### src/rsl_pkg.sv
// ----------------------------------------------------------------------------
// RGB saturation limiter package
// Shared widths, constants and the word type carried by the divider pipeline.
// ----------------------------------------------------------------------------
`default_nettype none

package rsl_pkg;

   localparam int COMP_W     = 8;
   localparam int NUM_COMP   = 3;
   localparam int LIM_W      = 9;
   localparam int PROD_W     = LIM_W + COMP_W;
   localparam int REM_W      = PROD_W;
   localparam int DIV_STAGES = COMP_W / 2;

   localparam logic [LIM_W-1:0] MAX_SAT_RESET = LIM_W'(256);

   typedef logic [NUM_COMP-1:0][COMP_W-1:0] comp_vec_type;

   typedef struct packed {
      comp_vec_type                       comp;
      logic [COMP_W-1:0]                  hi;
      logic [COMP_W-1:0]                  d;
      logic                               limited;
      logic [NUM_COMP-1:0][REM_W-1:0]     rem;
      logic [NUM_COMP-1:0][COMP_W-1:0]    quo;
   } div_type;

endpackage

`default_nettype wire

### src/rsl_ifs.sv
// ----------------------------------------------------------------------------
// RGB saturation limiter channels
// Valid/ready channels for pixel requests, limited pixel responses and the
// saturation ceiling register write.
// ----------------------------------------------------------------------------
`default_nettype none

interface rsl_req_if;
   logic                        valid;
   logic                        ready;
   logic [rsl_pkg::COMP_W-1:0]  red_in;
   logic [rsl_pkg::COMP_W-1:0]  green_in;
   logic [rsl_pkg::COMP_W-1:0]  blue_in;

   modport source (output valid, output red_in, output green_in, output blue_in,
                   input ready);
   modport sink   (input valid, input red_in, input green_in, input blue_in,
                   output ready);
endinterface

interface rsl_rsp_if;
   logic                        valid;
   logic                        ready;
   logic [rsl_pkg::COMP_W-1:0]  red_out;
   logic [rsl_pkg::COMP_W-1:0]  green_out;
   logic [rsl_pkg::COMP_W-1:0]  blue_out;
   logic                        was_limited;

   modport source (output valid, output red_out, output green_out, output blue_out,
                   output was_limited, input ready);
   modport sink   (input valid, input red_out, input green_out, input blue_out,
                   input was_limited, output ready);
endinterface

interface rsl_csr_if;
   logic                        valid;
   logic                        ready;
   logic [rsl_pkg::LIM_W-1:0]   max_saturation;

   modport source (output valid, output max_saturation, input ready);
   modport sink   (input valid, input max_saturation, output ready);
endinterface

`default_nettype wire

### src/rsl_front.sv
// ----------------------------------------------------------------------------
// RGB saturation limiter front end
// Three stages: extremes of the pixel, ceiling times maximum, then the
// saturation test and the rounded dividends for the three components.
// ----------------------------------------------------------------------------
`default_nettype none

module rsl_front (
   input  wire logic                       clock,
   input  wire logic                       reset,
   input  wire logic                       in_valid,
   output logic                            in_ready,
   input  wire rsl_pkg::comp_vec_type      in_comp,
   input  wire logic [rsl_pkg::LIM_W-1:0]  in_lim,
   output logic                            out_valid,
   input  wire logic                       out_ready,
   output rsl_pkg::div_type                out_data
);

   localparam int CW = rsl_pkg::COMP_W;
   localparam int LW = rsl_pkg::LIM_W;
   localparam int PW = rsl_pkg::PROD_W;
   localparam int RW = rsl_pkg::REM_W;
   localparam int XW = PW + CW;

   typedef struct packed {
      rsl_pkg::comp_vec_type comp;
      logic [CW-1:0]         hi;
      logic [CW-1:0]         d;
      logic [LW-1:0]         lim;
   } fa_type;

   typedef struct packed {
      rsl_pkg::comp_vec_type comp;
      logic [CW-1:0]         hi;
      logic [CW-1:0]         d;
      logic [PW-1:0]         k;
   } fb_type;

   logic             a_v_ff;
   fa_type           a_ff;
   fa_type           a_in;
   logic             b_v_ff;
   fb_type           b_ff;
   fb_type           b_in;
   logic             c_v_ff;
   rsl_pkg::div_type c_ff;
   rsl_pkg::div_type c_in;
   logic             adv_a;
   logic             adv_b;
   logic             adv_c;

   assign adv_c    = !c_v_ff || out_ready;
   assign adv_b    = !b_v_ff || adv_c;
   assign adv_a    = !a_v_ff || adv_b;
   assign in_ready = adv_a;

   always_comb begin
      logic [CW-1:0] hi;
      logic [CW-1:0] lo;
      hi = in_comp[0];
      lo = in_comp[0];
      for (int n = 1; n < rsl_pkg::NUM_COMP; n++) begin
         if (in_comp[n] > hi) begin
            hi = in_comp[n];
         end
         if (in_comp[n] < lo) begin
            lo = in_comp[n];
         end
      end
      a_in.comp = in_comp;
      a_in.hi   = hi;
      a_in.d    = hi - lo;
      a_in.lim  = in_lim;
   end

   always_comb begin
      b_in.comp = a_ff.comp;
      b_in.hi   = a_ff.hi;
      b_in.d    = a_ff.d;
      b_in.k    = PW'(a_ff.lim) * PW'(a_ff.hi);
   end

   always_comb begin
      logic [XW-1:0] x;
      c_in.comp    = b_ff.comp;
      c_in.hi      = b_ff.hi;
      c_in.d       = b_ff.d;
      c_in.limited = (b_ff.d != '0) && (PW'({b_ff.d, 8'h00}) > b_ff.k);
      c_in.quo     = '0;
      for (int n = 0; n < rsl_pkg::NUM_COMP; n++) begin
         x = XW'(b_ff.hi - b_ff.comp[n]) * XW'(b_ff.k) + XW'({b_ff.d, 7'h00});
         c_in.rem[n] = x[XW-1 -: RW];
      end
   end

   always_ff @(posedge clock) begin
      if (reset) begin
         a_v_ff <= 1'b0;
         b_v_ff <= 1'b0;
         c_v_ff <= 1'b0;
      end else begin
         if (adv_a) begin
            a_v_ff <= in_valid;
         end
         if (adv_b) begin
            b_v_ff <= a_v_ff;
         end
         if (adv_c) begin
            c_v_ff <= b_v_ff;
         end
      end
   end

   always_ff @(posedge clock) begin
      if (adv_a && in_valid) begin
         a_ff <= a_in;
      end
      if (adv_b && a_v_ff) begin
         b_ff <= b_in;
      end
      if (adv_c && b_v_ff) begin
         c_ff <= c_in;
      end
   end

   assign out_valid = c_v_ff;
   assign out_data  = c_ff;

endmodule

`default_nettype wire

### src/rsl_divider.sv
// ----------------------------------------------------------------------------
// RGB saturation limiter divider
// Pipelined restoring division of the three dividends by the pixel's spread,
// two quotient bits per stage.
// ----------------------------------------------------------------------------
`default_nettype none

module rsl_divider (
   input  wire logic              clock,
   input  wire logic              reset,
   input  wire logic              in_valid,
   output logic                   in_ready,
   input  wire rsl_pkg::div_type  in_data,
   output logic                   out_valid,
   input  wire logic              out_ready,
   output rsl_pkg::div_type       out_data
);

   localparam int NS = rsl_pkg::DIV_STAGES;
   localparam int RW = rsl_pkg::REM_W;
   localparam int CW = rsl_pkg::COMP_W;

   logic             stage_valid [NS];
   rsl_pkg::div_type stage_data  [NS];
   logic             adv         [NS+1];

   always_comb begin
      adv[NS] = out_ready;
      for (int j = NS - 1; j >= 0; j--) begin
         adv[j] = !stage_valid[j] || adv[j+1];
      end
   end

   assign in_ready = adv[0];

   for (genvar j = 0; j < NS; j++) begin : g_stage
      localparam int B1 = CW - 1 - 2 * j;
      localparam int B0 = B1 - 1;

      logic             src_valid;
      rsl_pkg::div_type src;
      logic             v_ff;
      rsl_pkg::div_type st_ff;
      rsl_pkg::div_type st_in;

      if (j == 0) begin : g_first
         assign src_valid = in_valid;
         assign src       = in_data;
      end else begin : g_next
         assign src_valid = stage_valid[j-1];
         assign src       = stage_data[j-1];
      end

      always_comb begin
         logic [RW-1:0] rem;
         logic [RW-1:0] sh1;
         logic [RW-1:0] sh0;
         st_in = src;
         sh1   = RW'(src.d) << B1;
         sh0   = RW'(src.d) << B0;
         for (int n = 0; n < rsl_pkg::NUM_COMP; n++) begin
            rem = src.rem[n];
            if (rem >= sh1) begin
               rem = rem - sh1;
               st_in.quo[n][B1] = 1'b1;
            end
            if (rem >= sh0) begin
               rem = rem - sh0;
               st_in.quo[n][B0] = 1'b1;
            end
            st_in.rem[n] = rem;
         end
      end

      always_ff @(posedge clock) begin
         if (reset) begin
            v_ff <= 1'b0;
         end else if (adv[j]) begin
            v_ff <= src_valid;
         end
      end

      always_ff @(posedge clock) begin
         if (adv[j] && src_valid) begin
            st_ff <= st_in;
         end
      end

      assign stage_valid[j] = v_ff;
      assign stage_data[j]  = st_ff;
   end

   assign out_valid = stage_valid[NS-1];
   assign out_data  = stage_data[NS-1];

endmodule

`default_nettype wire

### src/rgb_saturation_limiter_top.sv
// ----------------------------------------------------------------------------
// RGB saturation limiter
// Clamps the HSV saturation of each pixel to a programmable ceiling while
// keeping hue and value.
// ----------------------------------------------------------------------------
//  Channel  Direction  Payload
//  req      in         red_in, green_in, blue_in
//  rsp      out        red_out, green_out, blue_out, was_limited
//  csr      in         max_saturation (always ready)
//
// One word is accepted per clock when not stalled; each request passes
// through three front-end stages, four divider stages and the output
// register. Each stage holds its word under back-pressure and takes a new one
// once it empties, so bubbles close up and nothing is lost or repeated.
// Reset empties the pipeline and sets the ceiling to 1.0.
// ----------------------------------------------------------------------------
`default_nettype none

module rgb_saturation_limiter_top (
   input  wire logic  clock,
   input  wire logic  reset,
   rsl_req_if.sink    req,
   rsl_rsp_if.source  rsp,
   rsl_csr_if.sink    csr
);

   localparam int CW = rsl_pkg::COMP_W;

   typedef struct packed {
      rsl_pkg::comp_vec_type comp;
      logic                  limited;
   } rsp_type;

   logic [rsl_pkg::LIM_W-1:0] max_sat_ff;
   logic                      front_valid;
   logic                      front_ready;
   rsl_pkg::div_type          front_data;
   logic                      div_valid;
   logic                      div_ready;
   rsl_pkg::div_type          div_data;
   logic                      rsp_v_ff;
   rsp_type                   rsp_ff;
   rsp_type                   rsp_in;
   logic                      adv_out;

   assign csr.ready = 1'b1;

   always_ff @(posedge clock) begin
      if (reset) begin
         max_sat_ff <= rsl_pkg::MAX_SAT_RESET;
      end else if (csr.valid) begin
         max_sat_ff <= csr.max_saturation;
      end
   end

   rsl_front u_front (
      .clock     (clock),
      .reset     (reset),
      .in_valid  (req.valid),
      .in_ready  (req.ready),
      .in_comp   ({req.blue_in, req.green_in, req.red_in}),
      .in_lim    (max_sat_ff),
      .out_valid (front_valid),
      .out_ready (front_ready),
      .out_data  (front_data)
   );

   rsl_divider u_divider (
      .clock     (clock),
      .reset     (reset),
      .in_valid  (front_valid),
      .in_ready  (front_ready),
      .in_data   (front_data),
      .out_valid (div_valid),
      .out_ready (div_ready),
      .out_data  (div_data)
   );

   assign adv_out   = !rsp_v_ff || rsp.ready;
   assign div_ready = adv_out;

   always_comb begin
      rsp_in.limited = div_data.limited;
      for (int n = 0; n < rsl_pkg::NUM_COMP; n++) begin
         if (div_data.limited) begin
            rsp_in.comp[n] = CW'(div_data.hi - div_data.quo[n]);
         end else begin
            rsp_in.comp[n] = div_data.comp[n];
         end
      end
   end

   always_ff @(posedge clock) begin
      if (reset) begin
         rsp_v_ff <= 1'b0;
      end else if (adv_out) begin
         rsp_v_ff <= div_valid;
      end
   end

   always_ff @(posedge clock) begin
      if (adv_out && div_valid) begin
         rsp_ff <= rsp_in;
      end
   end

   assign rsp.valid       = rsp_v_ff;
   assign rsp.red_out     = rsp_ff.comp[0];
   assign rsp.green_out   = rsp_ff.comp[1];
   assign rsp.blue_out    = rsp_ff.comp[2];
   assign rsp.was_limited = rsp_ff.limited;

endmodule

`default_nettype wire
### src/flat_wrapper.sv
// flat-port wrapper written by rule: the top's interface ports become plain ports
module rgb_saturation_limiter_top_flat 
  (clock, reset, req_valid, req_red_in, req_green_in, req_blue_in, req_ready, rsp_valid, rsp_red_out, rsp_green_out, rsp_blue_out, rsp_was_limited, rsp_ready, csr_valid, csr_max_saturation, csr_ready);
  rsl_req_if req_i ();
  rsl_rsp_if rsp_i ();
  rsl_csr_if csr_i ();
  input  wire logic clock;
  input  wire logic reset;
  input wire logic [$bits(req_i.valid)-1:0] req_valid;
  input wire logic [$bits(req_i.red_in)-1:0] req_red_in;
  input wire logic [$bits(req_i.green_in)-1:0] req_green_in;
  input wire logic [$bits(req_i.blue_in)-1:0] req_blue_in;
  output wire logic [$bits(req_i.ready)-1:0] req_ready;
  output wire logic [$bits(rsp_i.valid)-1:0] rsp_valid;
  output wire logic [$bits(rsp_i.red_out)-1:0] rsp_red_out;
  output wire logic [$bits(rsp_i.green_out)-1:0] rsp_green_out;
  output wire logic [$bits(rsp_i.blue_out)-1:0] rsp_blue_out;
  output wire logic [$bits(rsp_i.was_limited)-1:0] rsp_was_limited;
  input wire logic [$bits(rsp_i.ready)-1:0] rsp_ready;
  input wire logic [$bits(csr_i.valid)-1:0] csr_valid;
  input wire logic [$bits(csr_i.max_saturation)-1:0] csr_max_saturation;
  output wire logic [$bits(csr_i.ready)-1:0] csr_ready;
  assign req_i.valid = req_valid;
  assign req_i.red_in = req_red_in;
  assign req_i.green_in = req_green_in;
  assign req_i.blue_in = req_blue_in;
  assign req_ready = req_i.ready;
  assign rsp_valid = rsp_i.valid;
  assign rsp_red_out = rsp_i.red_out;
  assign rsp_green_out = rsp_i.green_out;
  assign rsp_blue_out = rsp_i.blue_out;
  assign rsp_was_limited = rsp_i.was_limited;
  assign rsp_i.ready = rsp_ready;
  assign csr_i.valid = csr_valid;
  assign csr_i.max_saturation = csr_max_saturation;
  assign csr_ready = csr_i.ready;
  rgb_saturation_limiter_top u_core (.clock(clock), .reset(reset), .req(req_i), .rsp(rsp_i), .csr(csr_i));
endmodule
### config.mk
export PLATFORM = sky130hd
export DESIGN_NAME = rgb_saturation_limiter_top_flat
export DESIGN_NICKNAME = d
export VERILOG_FILES = /design/src/rsl_pkg.sv /design/src/rsl_ifs.sv /design/src/rsl_front.sv /design/src/rsl_divider.sv /design/src/rgb_saturation_limiter_top.sv /design/src/flat_wrapper.sv
export SDC_FILE = /design/constraint.sdc
export NUM_CORES = 2
export LEC_CHECK = 0
export CORE_MARGIN = 5
export CORE_UTILIZATION = 29
export DETAILED_ROUTE_END_ITERATION = 10
export DONT_BUFFER_PORTS = 1
export SLEW_MARGIN = 10
export SYNTH_ARGS = -nofsm -noshare
export SYNTH_HDL_FRONTEND = slang
export SYNTH_SLANG_ARGS = --single-unit
### constraint.sdc
create_clock -name clock -period 28.9 [get_ports clock]
set_input_delay 1.445 -clock clock [delete_from_list [all_inputs] [get_ports clock]]
set_output_delay 1.445 -clock clock [all_outputs]
set_load 0.03 [all_outputs]
Yosys cells after proc, flatten, opt, wreduce, memory -nomap -nowiden

Index checks and enable logic that the tools add are counted.

Flip-flop bits (word level): 609

Add/sub/neg operators: 31
$mul: 4
$lt $le $gt $ge: 29
Mux-type cells: 28
Reduce and logical (&&, ||, !) cells: 26

Operator list:

| kind            | count |
|---|---|
| $mux 17         | 21 |
| $add 25x15->25  | 3 |
| $mul 9x18->25   | 3 |
| $mux 8          | 7 |
| $ge 17x10->1    | 3 |
| $ge 17x11->1    | 3 |
| $ge 17x12->1    | 3 |
| $ge 17x13->1    | 3 |
| $ge 17x14->1    | 3 |
| $ge 17x15->1    | 3 |
| $ge 17x8->1     | 3 |
| $ge 17x9->1     | 3 |
| $sub 17x10->17  | 3 |
| $sub 17x11->17  | 3 |
| $sub 17x12->17  | 3 |
| $sub 17x13->17  | 3 |
| $sub 17x14->17  | 3 |
| $sub 17x15->17  | 3 |
| $sub 17x9->17   | 3 |
| $sub 8x8->8     | 4 |
| $sub 8x8->9     | 3 |
| $gt 16x17->1    | 1 |
| $mul 9x8->17    | 1 |
| $gt 8x8->1      | 2 |
| other kinds (5) | 28 |

Longest topological paths before layout

Depth in word-level cells: 10
Depth in mapped cells: 33
Depth with buffers taken out: 32

Cells and area by module

A second synthesis with hierarchy kept.

Cells, all modules: 5,337
Area total of the unflattened synthesis: 56,185.1 um^2

Modules (own cells, without submodules):

| module                     | times used | cells an instance | area an instance (um^2) | sequential area each (um^2) |
|---|---|---|---|---|
| rsl_divider                | 1          | 2,569             | 28,225.8                | 14,013.4 |
| rsl_front                  | 1          | 2,506             | 25,463.2                | 6,005.8 |
| rgb_saturation_limiter_top | 1          | 262               | 2,496.1                 | 950.9 |

Worst setup path before layout

OpenSTA, ideal clock, no wires.

Kind: input to register
Start: input port rsp_ready
End: register u_core.u_divider.g_stage[2].st_ff[100] in the netlist's numbering (enable)
Library setup time: 747 ps
Arrival time: 9,655 ps
Data required time: 28,153 ps
Slack: 18,498 ps
Stages: 3
Path buffers: 0
Cells stage by stage: nor2b_1 > and2_1 > a21boi_0

Cells in the longest elaborated chain, start to end: 4

RTL lines:

| element                        | line                             | text |
|---|---|---|
| from (decl)                    | flat_wrapper.sv:19               | `input wire logic [$bits(rsp_i.ready)-1:0] rsp_ready;` |
| $logic_or 1x1->1               | rgb_saturation_limiter_top.sv:79 | `assign adv_out = !rsp_v_ff \|\| rsp.ready;` |
| $logic_or 1x1->1 (2 in series) | rsl_divider.sv:30                | `adv[j] = !stage_valid[j] \|\| adv[j+1];` |
| $logic_and 1x1->1              | rsl_divider.sv:84                | `if (adv[j] && src_valid) begin` |
| to (signal assigned)           | rsl_divider.sv:85                | `st_ff <= st_in;` |
| to (decl)                      | rsl_divider.sv:43                | `rsl_pkg::div_type st_ff;` |

No other way between the ends.
A chain may end at the register's enable or synchronous reset.

==> reports/results.tsv <==
stage	metric	value	unit
run_status	status	finished, final reports clean	
grt	grt_pass1_wl	186	mm
timing	final.period_utilization	28.9	%
place	portBuffers	0	
drt	detail-route-antenna-nets	0	
synthesis	avgSynthCellArea	10.6	sq um
synthesis	yosysSeqAreaShare	35.9	%
clock_tree	post_cts_buffers	0	
synthesis	ys_warn_count	0	
grt	grt_max_degree	70	
floorplanning	fp.dieW	427	microns
floorplanning	start_util	29.1	%
drt	drc	0	
run	cap_violations	0	
grt	met3_usage	1.79	%
timing	final.min_clock_period	8.34	ns
grt	globalRoute.totalOverflow	0	
timing	setup_violations	0	
timing	rsz0062_at_grt	false	
grt	met1_usage	17.3	%
clock_tree	clkTransAtPathRegs	0.06	ns
cells_and_area	drive_gt1_share	5.89	%
synthesis	ys.flop_type	edfxtp_1	
timing	worst_pin_slew	1.20	ns
worst_setup_path	cp.required	29.27	ns
cells_and_area	final_nets	5708	
grt	antenna_found_initial	1	
synthesis	synth-edff-count	592	
drt	viasPerCell	4.68	
floorplanning	dieArea	182000	sq um
synthesis	async_reset_ff_share	0	%
synthesis	netlist_instances	4772	
timing	drv_slew	0	
clock_tree	root_buffer	clkbuf_16	
clock_tree	cts.sinks	609	
timing	fin_worst_skew	0.0315	ns
cells_and_area	antenna_cells	0	
grt	grt_usage	12.8	%
grt	busiest_layer	met2	
timing	tns	0	ns
worst_setup_path	crit_fanout	15	
min_path	hp-class	reg -> reg	
floorplanning	pin_count	66	
clock_tree	numCtsBuffers	66	
clock_tree	cts_max_path_buffers	3	
grt	grt_pass1_vias	33900	
cells_and_area	ff_latch_area	18100	sq um
worst_setup_path	critPathKind	reg -> reg	
clock_tree	cts_resized	0	
drt	wl	117	mm
clock_tree	htree_levels	3	
timing	slew_headroom	19.4	%
cells_and_area	multi_input_area	29200	sq um
worst_setup_path	crit_path_end_kind	register	
timing	hold_viol	0	
cells_and_area	n_fill_cell	17500	
worst_setup_path	start_kind	register	
min_path	hp-start	u_core.u_divider.g_stage[1].st_ff[112]	
worst_setup_path	critPathLaunch	u_core.u_front.b_ff[25]	
drt	drtIter0Drc	2244	
clock_tree	hold_buffers	0	
clock_tree	clock_latency	0.65	ns
drt	first_pass_iters	5	
floorplanning	core	173000	sq um
timing	timing.hold.ws	0.413	ns
synthesis	yosysUniqueCellTypes	100	
floorplanning	die_h	427	microns
worst_setup_path	arrival	8.72	ns
grt	use_met2	21.0	%
synthesis	syn-cell-area	50400	sq um
clock_tree	cts_tree	built	
synthesis	synth_fp_nets	5705	
floorplanning	row_count	153	
drt	wl_per_cell	16.4	microns
timing	max_freq	120	MHz
place	gp_congestion	0.874	
synthesis	ys_ff_latch	609	
cells_and_area	syn_to_final_growth	10.1	%
drt	vias	33500	
place	post-dp-hpwl	90.0	mm
worst_setup_path	r2r_start	u_core.u_front.b_ff[25]	
[worst max-delay path: stages, from the launching register on]
cell and delay [ns]:
edfxtp_1 0.39, inv_1 0.20, ha_1 0.20, fa_1 0.21, nor2b_1 0.06, o21ai_0 0.19, a21boi_0 0.16, o21ai_0 0.49
a21boi_0 0.22, o21ai_0 0.20, nand2b_1 0.41, or2_2 0.46, fa_1 0.45, fa_1 0.49, inv_1 0.05, fa_1 0.46
fa_1 0.52, fa_1 0.42, ha_1 0.31, nand2_1 0.06, o21ai_0 0.17, nor4_1 0.47, o22ai_1 0.27, o41a_1 0.40
a211o_1 0.32, a21oi_1 0.25, o21bai_1 0.12, xnor2_1 0.13
[cells in the mapped netlist, drive strengths merged (24+ instances only)]
cell type	instances	area, sq um
inv	726	2730
edfxtp	592	17800
ha	486	6080
fa	409	8190
nand2	407	1530
nor2	266	1010
a21oi	195	980
o21ai	187	936
and2	185	1160
xnor2	156	1370
nand2b	137	857
clkbuf	97	365
a21o	93	698
xor2	78	683
nor2b	77	482
mux2	63	713
nor3	59	317
mux2i	57	583
nand4	52	325
o21a	40	308
nand3	38	190
a21boi	36	270
o31ai	24	180
or2	24	150
[path summary, 6_finish.rpt]
kind,to,cells past startpoint,slack [ns]
setup / recovery,u_core.u_front.out_data[40],27,20.56
hold / removal,u_core.u_divider.g_stage[2].st_ff[112],0,0.41
setup reg to reg,u_core.u_front.out_data[40],27,20.56
hold reg to reg,u_core.u_divider.g_stage[2].st_ff[112],0,0.41
[cell usage in the layout, fill, tap and decap left out, types with 17 or more instances in the layout]
cell and n:
inv_1 722, edfxtp_1 592, ha_1 486, fa_1 409, nand2_1 407, nor2_1 263
a21oi_1 193, and2_1 185, o21ai_0 180, xnor2_1 155, nand2b_1 137, a21o_1 93
xor2_1 75, nor2b_1 74, clkbuf_16 66, mux2_2 61, mux2i_1 56, nor3_1 56
nand4_1 52, buf_4 48, o21a_1 39, nand3_1 38, a21boi_0 34, o31ai_1 24
or2_2 22, nor4_1 22, o21bai_1 20, or3_1 19, a211oi_1 18, dfxtp_1 17
[registers in the layout, summed over array words and instances, names as in the netlist, 3 cells and up]
signal and flops:
u_core.u_divider.g_stage.v_ff 3, u_core.u_divider.g_stage.st_ff 312, u_core.u_front.out_data 92, u_core.max_sat_ff 9, u_core.u_divider.out_data 57, u_core.rsp.red_out 8, u_core.u_front.b_ff 57, u_core.rsp.green_out 8
u_core.u_front.a_ff 49, u_core.rsp.blue_out 8
[cell type report]
cell class / count / share of cell area [%]
multi-input combinational: 3324 / 52.6
timing repair buffer: 48 / 0.649
clock buffer: 78 / 3.07
tap: 2325 / 5.24
sequential: 609 / 32.6
inverter: 726 / 4.91
clock inverter: 40 / 0.881
[layer usage]
metal / share of wire, % / wire length [microns]
met3: 4.1 / 4850
met4: 3.4 / 3930
met1: 46 / 54000
met2: 46 / 54300
met5: 0 / 0
[cells by family after synthesis]
logic type | Yosys count | share of synthesized area (%)
DFF | 609 | 35.9
AOI/OAI and AO/OA | 703 | 8.96
and+or+nand+nor | 1371 | 13.9
other | 1 | 0.00744
muxes | 120 | 2.57
adders and majority gates | 895 | 28.3
xor gates and xnor gates | 234 | 4.06
buffers and inverters | 839 | 6.33
[per-stage QoR]
stage | worst slack [ns] | area, sq um | std cells | util (%)
after detailed placement | 20.57 | 53300 | 7032 | 30.7
after global routing | 19.91 | 55500 | 7150 | 32.0
after CTS | 20.54 | 55500 | 7150 | 32.0
after floorplan | 18.50 | 50400 | 4772 | -
final | 20.56 | 55500 | 7150 | 32.0
after global placement | 20.71 | 53300 | 7032 | 30.7
Power is left out: the tool's default activity adds up to more than one toggle a clock period on the data nets, which glitch-free logic cannot reach.
